==> config.mk <==
export PLATFORM = sky130hd
export DESIGN_NAME = sha1_hash_engine_unit
export DESIGN_NICKNAME = d
export VERILOG_FILES = /design/src/hw/rtl/sha1_pkg.sv /design/src/hw/rtl/sha1_front.sv /design/src/hw/rtl/sha1_compress.sv /design/src/hw/rtl/sha1_back.sv /design/src/hw/rtl/sha1_hash_engine_unit.sv
export SDC_FILE = /design/constraint.sdc
export NUM_CORES = 2
export LEC_CHECK = 0
export ABC_CLOCK_PERIOD_IN_PS = 55400
export BUFFER_PORTS_ARGS = -buffer_cell sky130_fd_sc_hd__clkbuf_2
export CORE_ASPECT_RATIO = 1.75
export CORE_UTILIZATION = 60
export DETAILED_ROUTE_END_ITERATION = 8
export PLACE_DENSITY = 0.8
export SYNTH_ARGS = -nofsm -noshare
export SYNTH_HDL_FRONTEND = slang
export SYNTH_SLANG_ARGS = --single-unit
==> constraint.sdc <==
create_clock -name clk -period 55.4 [get_ports clk]
set_input_delay 2.77 -clock clk [delete_from_list [all_inputs] [get_ports clk]]
set_output_delay 2.77 -clock clk [all_outputs]
set_load 0.005 [all_outputs]
==> src/hw/rtl/sha1_pkg.sv <==
`timescale 1ns / 1ps
// ----------------------------------------------------------------------------
// sha1_pkg
// Shared types and constants of the SHA-1 hash engine: request and result
// structs, command codes, initial chain value and round constants.
// ----------------------------------------------------------------------------
package sha1_pkg;

  // input opcodes
  localparam logic [1:0] OP_INIT   = 2'd0;
  localparam logic [1:0] OP_APPEND = 2'd1;
  localparam logic [1:0] OP_FINISH = 2'd2;

  // default depth of the command queue between front and back
  localparam int CMD_DEPTH = 4;

  // compression rounds
  localparam int ROUNDS = 80;
  localparam int RW     = $clog2(ROUNDS);

  // standard initial chain value
  localparam logic [31:0] IV0 = 32'h67452301;
  localparam logic [31:0] IV1 = 32'hefcdab89;
  localparam logic [31:0] IV2 = 32'h98badcfe;
  localparam logic [31:0] IV3 = 32'h10325476;
  localparam logic [31:0] IV4 = 32'hc3d2e1f0;

  // round constants, one per group of twenty rounds
  localparam logic [31:0] K0 = 32'h5a827999;
  localparam logic [31:0] K1 = 32'h6ed9eba1;
  localparam logic [31:0] K2 = 32'h8f1bbcdc;
  localparam logic [31:0] K3 = 32'hca62c1d6;

  // padding marker byte
  localparam logic [7:0] PAD_BYTE = 8'h80;

  // request on the input channel
  typedef struct packed {
    logic [1:0] opcode;
    logic [7:0] data_byte;
  } in_item_t;

  // result on the output channel
  typedef struct packed {
    logic [31:0] digest_word;
    logic [2:0]  word_index;
    logic        last_word;
  } out_item_t;

  // classified command held in the queue
  typedef enum logic [1:0] {
    CMD_INIT,
    CMD_APPEND,
    CMD_FINISH
  } cmd_kind_t;

  typedef struct packed {
    cmd_kind_t  kind;
    logic [7:0] data;
  } cmd_t;

  // 64-byte message block, byte 3 of each word is the most significant
  typedef logic [15:0][3:0][7:0] blk_t;

  // five-word chain value, index 0 is word a
  typedef logic [4:0][31:0] chain_t;

  // compression unit status
  typedef struct packed {
    logic busy;
    logic done;
  } cmp_stat_t;

  function automatic chain_t iv_chain();
    chain_t c;
    c[0] = IV0;
    c[1] = IV1;
    c[2] = IV2;
    c[3] = IV3;
    c[4] = IV4;
    return c;
  endfunction

endpackage

==> src/hw/rtl/sha1_front.sv <==
`timescale 1ns / 1ps
// ----------------------------------------------------------------------------
// sha1_front
// Takes requests, decodes the opcode into a command and keeps the commands
// in a short queue for the back end. Unused opcodes are taken and dropped.
// ----------------------------------------------------------------------------
module sha1_front
  import sha1_pkg::*;
#(
  parameter int CmdDepth = CMD_DEPTH
) (
  input  logic     clk,
  input  logic     rst_n,
  input  logic     in_push,
  output logic     in_full,
  input  in_item_t in_item,
  output logic     cmd_valid,
  output cmd_t     cmd,
  input  logic     cmd_take
);

  localparam int IW = (CmdDepth > 1) ? $clog2(CmdDepth) : 1;
  localparam int CW = $clog2(CmdDepth + 1);

  cmd_t          q_r [CmdDepth];
  logic [IW-1:0] wp_r, wp_nxt;
  logic [IW-1:0] rp_r, rp_nxt;
  logic [CW-1:0] cnt_r, cnt_nxt;

  logic accept;
  logic is_cmd;
  logic enq;
  logic deq;
  cmd_t dec;

  // opcode decode
  always_comb begin
    dec.data = in_item.data_byte;
    dec.kind = CMD_APPEND;
    is_cmd   = 1'b1;
    case (in_item.opcode)
      OP_INIT:   dec.kind = CMD_INIT;
      OP_APPEND: dec.kind = CMD_APPEND;
      OP_FINISH: dec.kind = CMD_FINISH;
      default:   is_cmd   = 1'b0;
    endcase
  end

  assign in_full   = (cnt_r == CW'(CmdDepth));
  assign accept    = in_push && !in_full;
  assign enq       = accept && is_cmd;
  assign cmd_valid = (cnt_r != '0);
  assign deq       = cmd_take && cmd_valid;
  assign cmd       = q_r[rp_r];

  // pointer and count update
  always_comb begin
    wp_nxt  = wp_r;
    rp_nxt  = rp_r;
    cnt_nxt = cnt_r;
    if (enq) begin
      wp_nxt = (wp_r == IW'(CmdDepth - 1)) ? '0 : wp_r + 1'b1;
    end
    if (deq) begin
      rp_nxt = (rp_r == IW'(CmdDepth - 1)) ? '0 : rp_r + 1'b1;
    end
    case ({enq, deq})
      2'b10:   cnt_nxt = cnt_r + 1'b1;
      2'b01:   cnt_nxt = cnt_r - 1'b1;
      default: cnt_nxt = cnt_r;
    endcase
  end

  // queue control
  always_ff @(posedge clk) begin
    if (!rst_n) begin
      wp_r  <= '0;
      rp_r  <= '0;
      cnt_r <= '0;
    end else begin
      wp_r  <= wp_nxt;
      rp_r  <= rp_nxt;
      cnt_r <= cnt_nxt;
    end
  end

  // queue storage
  always_ff @(posedge clk) begin
    if (enq) begin
      q_r[wp_r] <= dec;
    end
  end

endmodule

==> src/hw/rtl/sha1_compress.sv <==
`timescale 1ns / 1ps
// ----------------------------------------------------------------------------
// sha1_compress
// SHA-1 compression of one 64-byte block, one round per cycle, with the
// message schedule kept in a 16-word shift line. Gives the folded chain
// value in the cycle after the last round.
// ----------------------------------------------------------------------------
module sha1_compress
  import sha1_pkg::*;
(
  input  logic      clk,
  input  logic      rst_n,
  input  logic      start,
  input  blk_t      blk,
  input  chain_t    chain_in,
  output cmp_stat_t stat,
  output chain_t    sum
);

  logic [15:0][31:0] s_r, s_nxt;
  chain_t            v_r, v_nxt;
  chain_t            h_r;
  logic [RW-1:0]     cnt_r;
  logic              run_r;
  logic              done_r;

  logic [31:0] a, b, c, d, e;
  logic [31:0] f, k, tmp, w_new;

  assign a = v_r[0];
  assign b = v_r[1];
  assign c = v_r[2];
  assign d = v_r[3];
  assign e = v_r[4];

  // round function and constant by round group
  always_comb begin
    if (cnt_r < RW'(20)) begin
      f = (b & c) | (~b & d);
      k = K0;
    end else if (cnt_r < RW'(40)) begin
      f = b ^ c ^ d;
      k = K1;
    end else if (cnt_r < RW'(60)) begin
      f = (b & c) | (b & d) | (c & d);
      k = K2;
    end else begin
      f = b ^ c ^ d;
      k = K3;
    end
  end

  // one round plus schedule step
  always_comb begin
    tmp   = {a[26:0], a[31:27]} + f + e + s_r[0] + k;
    w_new = s_r[13] ^ s_r[8] ^ s_r[2] ^ s_r[0];
    v_nxt[0] = tmp;
    v_nxt[1] = a;
    v_nxt[2] = {b[1:0], b[31:2]};
    v_nxt[3] = c;
    v_nxt[4] = d;
    for (int i = 0; i < 15; i++) begin
      s_nxt[i] = s_r[i+1];
    end
    s_nxt[15] = {w_new[30:0], w_new[31]};
  end

  // fold the working variables into the chain value
  always_comb begin
    for (int i = 0; i < 5; i++) begin
      sum[i] = h_r[i] + v_r[i];
    end
  end

  assign stat.busy = run_r || done_r;
  assign stat.done = done_r;

  // round sequencing
  always_ff @(posedge clk) begin
    if (!rst_n) begin
      run_r  <= 1'b0;
      done_r <= 1'b0;
      cnt_r  <= '0;
    end else begin
      done_r <= 1'b0;
      if (start) begin
        run_r <= 1'b1;
        cnt_r <= '0;
      end else if (run_r) begin
        cnt_r <= cnt_r + 1'b1;
        if (cnt_r == RW'(ROUNDS - 1)) begin
          run_r  <= 1'b0;
          done_r <= 1'b1;
        end
      end
    end
  end

  // working variables and schedule
  always_ff @(posedge clk) begin
    if (start) begin
      v_r <= chain_in;
      h_r <= chain_in;
      for (int i = 0; i < 16; i++) begin
        s_r[i] <= blk[i];
      end
    end else if (run_r) begin
      v_r <= v_nxt;
      s_r <= s_nxt;
    end
  end

endmodule

==> src/hw/rtl/sha1_back.sv <==
`timescale 1ns / 1ps
// ----------------------------------------------------------------------------
// sha1_back
// Carries out queued commands: packs bytes into the block buffer, counts the
// message length, pads on finish, hands full blocks to the compression unit
// and holds the finished digest in an output shift register.
// ----------------------------------------------------------------------------
module sha1_back
  import sha1_pkg::*;
(
  input  logic      clk,
  input  logic      rst_n,
  input  logic      cmd_valid,
  input  cmd_t      cmd,
  output logic      cmd_take,
  output logic      cmp_start,
  output blk_t      cmp_blk,
  output chain_t    cmp_chain,
  input  cmp_stat_t cmp_stat,
  input  chain_t    cmp_sum,
  output logic      out_empty,
  input  logic      out_pop,
  output out_item_t out_item
);

  typedef enum logic [1:0] {
    S_IDLE,
    S_PAD,
    S_LAST,
    S_EMIT
  } state_t;

  state_t       state_r, state_nxt;
  logic [5:0]   pos_r, pos_nxt;
  logic [63:0]  len_r, len_nxt;
  chain_t       chain_r, chain_nxt;
  logic         full_r, full_nxt;
  logic         ovld_r, ovld_nxt;
  logic [2:0]   oidx_r, oidx_nxt;
  blk_t         blk_r, blk_nxt;
  chain_t       dig_r, dig_nxt;

  logic         wr_en;
  logic [7:0]   wr_val;

  assign cmp_blk   = blk_r;
  assign cmp_chain = chain_r;
  assign out_empty = !ovld_r;

  assign out_item.digest_word = dig_r[0];
  assign out_item.word_index  = oidx_r;
  assign out_item.last_word   = (oidx_r == 3'd4);

  // command sequencing
  always_comb begin
    state_nxt = state_r;
    pos_nxt   = pos_r;
    len_nxt   = len_r;
    chain_nxt = chain_r;
    full_nxt  = full_r;
    ovld_nxt  = ovld_r;
    oidx_nxt  = oidx_r;
    blk_nxt   = blk_r;
    dig_nxt   = dig_r;
    cmd_take  = 1'b0;
    wr_en     = 1'b0;
    wr_val    = '0;

    // launch a full block once the round unit is free
    cmp_start = full_r && !cmp_stat.busy;
    if (cmp_start) begin
      full_nxt = 1'b0;
    end

    // fold result back into the chain value
    if (cmp_stat.done) begin
      chain_nxt = cmp_sum;
    end

    // digest word drained
    if (ovld_r && out_pop) begin
      for (int i = 0; i < 4; i++) begin
        dig_nxt[i] = dig_r[i+1];
      end
      oidx_nxt = oidx_r + 1'b1;
      if (oidx_r == 3'd4) begin
        ovld_nxt = 1'b0;
      end
    end

    case (state_r)
      S_IDLE: begin
        if (cmd_valid) begin
          case (cmd.kind)
            CMD_APPEND: begin
              if (!full_r) begin
                cmd_take = 1'b1;
                wr_en    = 1'b1;
                wr_val   = cmd.data;
                len_nxt  = len_r + 64'd8;
              end
            end
            CMD_INIT: begin
              if (!full_r && !cmp_stat.busy) begin
                cmd_take  = 1'b1;
                chain_nxt = iv_chain();
                pos_nxt   = '0;
                len_nxt   = '0;
              end
            end
            CMD_FINISH: begin
              if (!full_r && !cmp_stat.busy) begin
                cmd_take  = 1'b1;
                wr_en     = 1'b1;
                wr_val    = PAD_BYTE;
                state_nxt = S_PAD;
              end
            end
            default: begin
              cmd_take = 1'b0;
            end
          endcase
        end
      end
      S_PAD: begin
        // zero fill up to the length field, then place the bit count
        if (!full_r) begin
          if (pos_r == 6'd56) begin
            blk_nxt[14] = len_r[63:32];
            blk_nxt[15] = len_r[31:0];
            full_nxt    = 1'b1;
            state_nxt   = S_LAST;
          end else begin
            wr_en = 1'b1;
          end
        end
      end
      S_LAST: begin
        if (!full_r && !cmp_stat.busy) begin
          state_nxt = S_EMIT;
        end
      end
      S_EMIT: begin
        if (!ovld_r) begin
          dig_nxt   = chain_r;
          oidx_nxt  = '0;
          ovld_nxt  = 1'b1;
          chain_nxt = iv_chain();
          pos_nxt   = '0;
          len_nxt   = '0;
          state_nxt = S_IDLE;
        end
      end
      default: begin
        state_nxt = S_IDLE;
      end
    endcase

    // byte write into the block buffer, big-endian within a word
    if (wr_en) begin
      blk_nxt[pos_r[5:2]][~pos_r[1:0]] = wr_val;
      pos_nxt = pos_r + 1'b1;
      if (pos_r == 6'd63) begin
        full_nxt = 1'b1;
      end
    end
  end

  // state and control registers
  always_ff @(posedge clk) begin
    if (!rst_n) begin
      state_r <= S_IDLE;
      pos_r   <= '0;
      len_r   <= '0;
      chain_r <= iv_chain();
      full_r  <= 1'b0;
      ovld_r  <= 1'b0;
      oidx_r  <= '0;
    end else begin
      state_r <= state_nxt;
      pos_r   <= pos_nxt;
      len_r   <= len_nxt;
      chain_r <= chain_nxt;
      full_r  <= full_nxt;
      ovld_r  <= ovld_nxt;
      oidx_r  <= oidx_nxt;
    end
  end

  // block buffer and digest words
  always_ff @(posedge clk) begin
    blk_r <= blk_nxt;
    dig_r <= dig_nxt;
  end

endmodule

==> src/hw/rtl/sha1_hash_engine_unit.sv <==
`timescale 1ns / 1ps
// ----------------------------------------------------------------------------
// sha1_hash_engine_unit
// SHA-1 hash engine taking one message byte per request and giving the
// 160-bit digest as five 32-bit result words.
// ----------------------------------------------------------------------------
// Requests pass through a short command queue to the back end, which packs an
// append byte into the block buffer. A full 64-byte block is handed to the
// single round unit, which runs one round per cycle and holds it while it
// loads, runs the 80 rounds and folds; the next block fills meanwhile. Init
// waits for a running compression to end. Finish pads one byte per cycle
// while the block buffer is not full, runs one or two compressions and then
// loads the five digest words into the result queue, word 0 first; the
// digest of a further finish is loaded only once the previous digest has
// been drained. No clearing pass is needed after reset.
// ----------------------------------------------------------------------------
module sha1_hash_engine_unit
  import sha1_pkg::*;
#(
  parameter int CmdDepth = CMD_DEPTH
) (
  input  logic      clk,
  input  logic      rst_n,
  input  logic      in_push,
  output logic      in_full,
  input  in_item_t  in_item,
  output logic      out_empty,
  input  logic      out_pop,
  output out_item_t out_item
);

  logic      cmd_valid;
  cmd_t      cmd;
  logic      cmd_take;
  logic      cmp_start;
  blk_t      cmp_blk;
  chain_t    cmp_chain;
  cmp_stat_t cmp_stat;
  chain_t    cmp_sum;

  // request decode and queue
  sha1_front #(
    .CmdDepth (CmdDepth)
  ) u_front (
    .clk       (clk),
    .rst_n     (rst_n),
    .in_push   (in_push),
    .in_full   (in_full),
    .in_item   (in_item),
    .cmd_valid (cmd_valid),
    .cmd       (cmd),
    .cmd_take  (cmd_take)
  );

  // command execution and digest output
  sha1_back u_back (
    .clk       (clk),
    .rst_n     (rst_n),
    .cmd_valid (cmd_valid),
    .cmd       (cmd),
    .cmd_take  (cmd_take),
    .cmp_start (cmp_start),
    .cmp_blk   (cmp_blk),
    .cmp_chain (cmp_chain),
    .cmp_stat  (cmp_stat),
    .cmp_sum   (cmp_sum),
    .out_empty (out_empty),
    .out_pop   (out_pop),
    .out_item  (out_item)
  );

  // round unit
  sha1_compress u_compress (
    .clk      (clk),
    .rst_n    (rst_n),
    .start    (cmp_start),
    .blk      (cmp_blk),
    .chain_in (cmp_chain),
    .stat     (cmp_stat),
    .sum      (cmp_sum)
  );

endmodule

==> impl_metrics.env <==
export IMPL_cp_start_kind="flop"
export IMPL_yosysWarnings=0
export IMPL_r2r_start="u_compress.cnt_r[4]"
export IMPL_post_cts_setup_buffers=0
export IMPL_ys_seq_elements=1796
export IMPL_yosys_area_top_type="edfxtp_1"
export IMPL_cts_sinks=1796
export IMPL_finalHoldViolations=0
export IMPL_drt_wl_total_microns=219000
export IMPL_dr_pass1_iters=8
export IMPL_power_density_mw_per_mm2=33.0
export IMPL_synth_top_cell_area_share_pct=50.6
export IMPL_num_io_pins=52
export IMPL_regArea_sq_mm=0.0495
export IMPL_grt_util_all_layers_pct=32.4
export IMPL_synth_most_common_cell="nand2_1"
export IMPL_fin_crit_sh_pct=13.6
export IMPL_drv_slew=0
export IMPL_hold_buffers=0
export IMPL_port_buffers=51
export IMPL_ys_types=83
export IMPL_postCtsResizedCells=0
export IMPL_cap_viol_max_count=0
export IMPL_numCtsBuffers=155
export IMPL_syn_nets=7626
export IMPL_status="finished, final reports clean"
export IMPL_clockBufferDepth=3
export IMPL_power_leakage_nw=33.5
export IMPL_max_slew_worst_pin_slew_ns=1.22
export IMPL_post_route_drc_count=0
export IMPL_hpwl_microns=149000
export IMPL_placed_cells=8722
export IMPL_die_area_sq_mm=0.135
export IMPL_core_sq_mm=0.133
export IMPL_worst_r2r_path_depth=24
export IMPL_clk_pin_slew_ns=0.06
export IMPL_hold_path_class="reg -> reg"
export IMPL_finalSetupTns_ns=0
export IMPL_power_mw=2.87
export IMPL_cp_arrival_ns=8.04
export IMPL_grt_pass1_wl_microns=325000
export IMPL_design_area_sq_mm=0.0868
export IMPL_setup_violations=0
export IMPL_syn_inst=7244
export IMPL_grt_pass1_vias=54900
export IMPL_crit_fanout=33
export IMPL_yosys_top_cells_area="edfxtp_1 51%, dfxtp_1 11%, nand2_1 10%"
export IMPL_first_iter_violations=5185
export IMPL_yosysSeqAreaShare_pct=61.7
export IMPL_drive_gt1_share_pct=5.86
export IMPL_grt_max_degree=225
export IMPL_cts_tree="done"
export IMPL_syn2layout_area_growth_pct=8.15
export IMPL_htreeDepth=4
export IMPL_syn_area_sq_mm=0.0803
export IMPL_cp_required_ns=55.90
export IMPL_antenna_found_initial=3
export IMPL_fillerInstances=9622
export IMPL_final_min_clock_period_ns=7.54
export IMPL_rsz0062_at_grt="no"
export IMPL_r2r_setup_slack_ns=47.86
export IMPL_synth_edf_count=1352
export IMPL_overflow=0
export IMPL_hold_end="u_back.out_item[28]"
export IMPL_fin_nets=7562
export IMPL_post_drt_via_cell_ratio=6.11
export IMPL_fmax_ghz=0.133
export IMPL_dpl_cell_area_sq_mm=0.0819
export IMPL_critical_path_class="reg -> reg"
export IMPL_min_from="u_back.out_item[28]"
export IMPL_clkLatencyLatePin_ns=0.80
export IMPL_gp_congestion=0.964
export IMPL_finalClockSkew_ns=0.0277
export IMPL_peakVddDrop_mv=0.0354
export IMPL_synth_async_reset_ratio_pct=0
export IMPL_dr_total_vias=55000
export IMPL_multi_input_area_sq_mm=0.0287
export IMPL_die_y_microns=486
export IMPL_postRouteAntennaNets=0
export IMPL_synth_avg_cell_area_sq_um=11.1
export IMPL_min_path_cells=2
export IMPL_synthTopCellsByCount="2222 x nand2_1, 1352 x edfxtp_1, 485 x nor2_1"
export IMPL_rows=177
export IMPL_ctsRootBufferMaster="clkbuf_16"
export IMPL_fin_cells=9004
export IMPL_initial_utilization_pct=60.4
export IMPL_die_w_microns=278
export IMPL_synth_ff_type="edfxtp_1"
export IMPL_r2r_end="u_compress.a[30]"
export IMPL_drt_wirelength_per_cell_microns=24.3
export IMPL_max_slew_margin_pct=17.5
export IMPL_end_kind="flop"
## through the flow
stage,worst slack [ns],utilization (%),hold WS [ns]
2_1_floorplan,37.65,-,0.423
3_3_place_gp,48.04,61.6,0.430
3_5_place_dp,47.98,61.6,0.433
4_1_cts,47.95,65.3,0.444
5_1_grt,47.57,65.3,0.454
6_report,47.86,65.3,0.439
## power breakdown
part | internal, mW | total, mW | switching, mW
clock | 0.569 | 1.06 | 0.496
sequential | 1.53 | 1.59 | 0.0600
combinational | 0.0641 | 0.218 | 0.154
## kinds of logic (layout without fill, tap and decap cells)
kind of cell | count (synthesis) | after routing | share of synthesized area [%]
other cells | 0 | 3 | 0
simple gates | 3048 | 3048 | 15.3
mux | 147 | 147 | 2.03
flops | 1796 | 1796 | 61.7
compound gates | 1014 | 1014 | 7.92
buf+inv | 557 | 614 | 2.76
fa+ha+maj | 368 | 368 | 6.91
xor+xnor | 314 | 314 | 3.43
## layer usage
metal	global-route usage (%)	part of all wire [%]	vias up
li1	-	-	24800
met1	33.9	33	26900
met2	56.7	51	2477
met3	4.30	5.8	826
met4	28.8	10	0
met5	0	0	-
## how the worst max path moves through the flow
stage / cells after the start / slack, ns / endpoint / startpoint
detailed placement: 24 / 47.98 / u_compress.a[30] / u_compress.cnt_r[4]
global placement: 24 / 48.04 / u_compress.a[30] / u_compress.cnt_r[4]
CTS: 24 / 47.95 / u_compress.a[30] / u_compress.cnt_r[4]
floorplan: 2 / 37.65 / u_compress.a[0] / u_compress.run_r
finish: 24 / 47.86 / u_compress.a[30] / u_compress.cnt_r[4]
global route: 24 / 47.57 / u_compress.a[30] / u_compress.cnt_r[4]
## cells in the final DEF, fill, tap and decap left out, types with 23 or more instances in the layout
cell type  instances
fa_1             125
a31oi_1           23
clkbuf_16        161
nor2b_1           55
mux2i_1          111
a21oi_1          282
o21ai_0          264
nand3_1           75
xor2_1            90
and3_1            25
o22ai_1           48
o21a_1            36
a211oi_1          30
nand4_1           26
clkbuf_2          51
ha_1             243
nor2_1           482
mux2_2            26
o21bai_1          24
buf_4             56
edfxtp_1        1352
inv_1            217
xnor2_1          224
clkinv_2          23
dfxtp_1          443
a21o_1            82
clkbuf_1          39
nand2_1         2218
a22oi_1           90
or3_1             26
nor3_1            33
## sequential cells by signal, indices dropped and copies added, names as in the netlist, 40 cells and up, named ones only
signal and count:
u_compress.s_nxt 480, u_back.len_r 61, u_compress.h_r 160, u_front.q_r 40, u_back.cmp_blk 512, u_back.dig_r 128, u_back.cmp_chain 160
## worst max-delay path, cell delays in order, from the launching register on
cell      delay, ns
dfxtp_1        0.38
a41oi_1        0.63
inv_1          0.33
nor2_1         0.25
clkinv_1       0.11
nand2_1        0.18
buf_4          0.41
nor2_1         0.09
nor2_1         0.20
fa_1           0.50
fa_1           0.49
inv_1          0.04
fa_1           0.51
inv_1          0.05
ha_1           0.28
a211oi_1       0.32
o21ai_0        0.17
o211a_1        0.20
a311o_1        0.43
o31ai_1        0.46
a21oi_1        0.29
a211oi_1       0.49
a21oi_1        0.15
xnor2_1        0.16
a21oi_1        0.08
## cell type report
class / count / area share (%)
diodes: 3 / 0.00865
clock buffers: 209 / 4.95
clock inverters: 69 / 0.682
inverters: 225 / 0.985
multi-input cells: 4891 / 33.0
flip-flops and latches: 1796 / 57.0
well taps: 1700 / 2.45
repair buffers: 111 / 0.856
(Power assumes the default switching activity.)
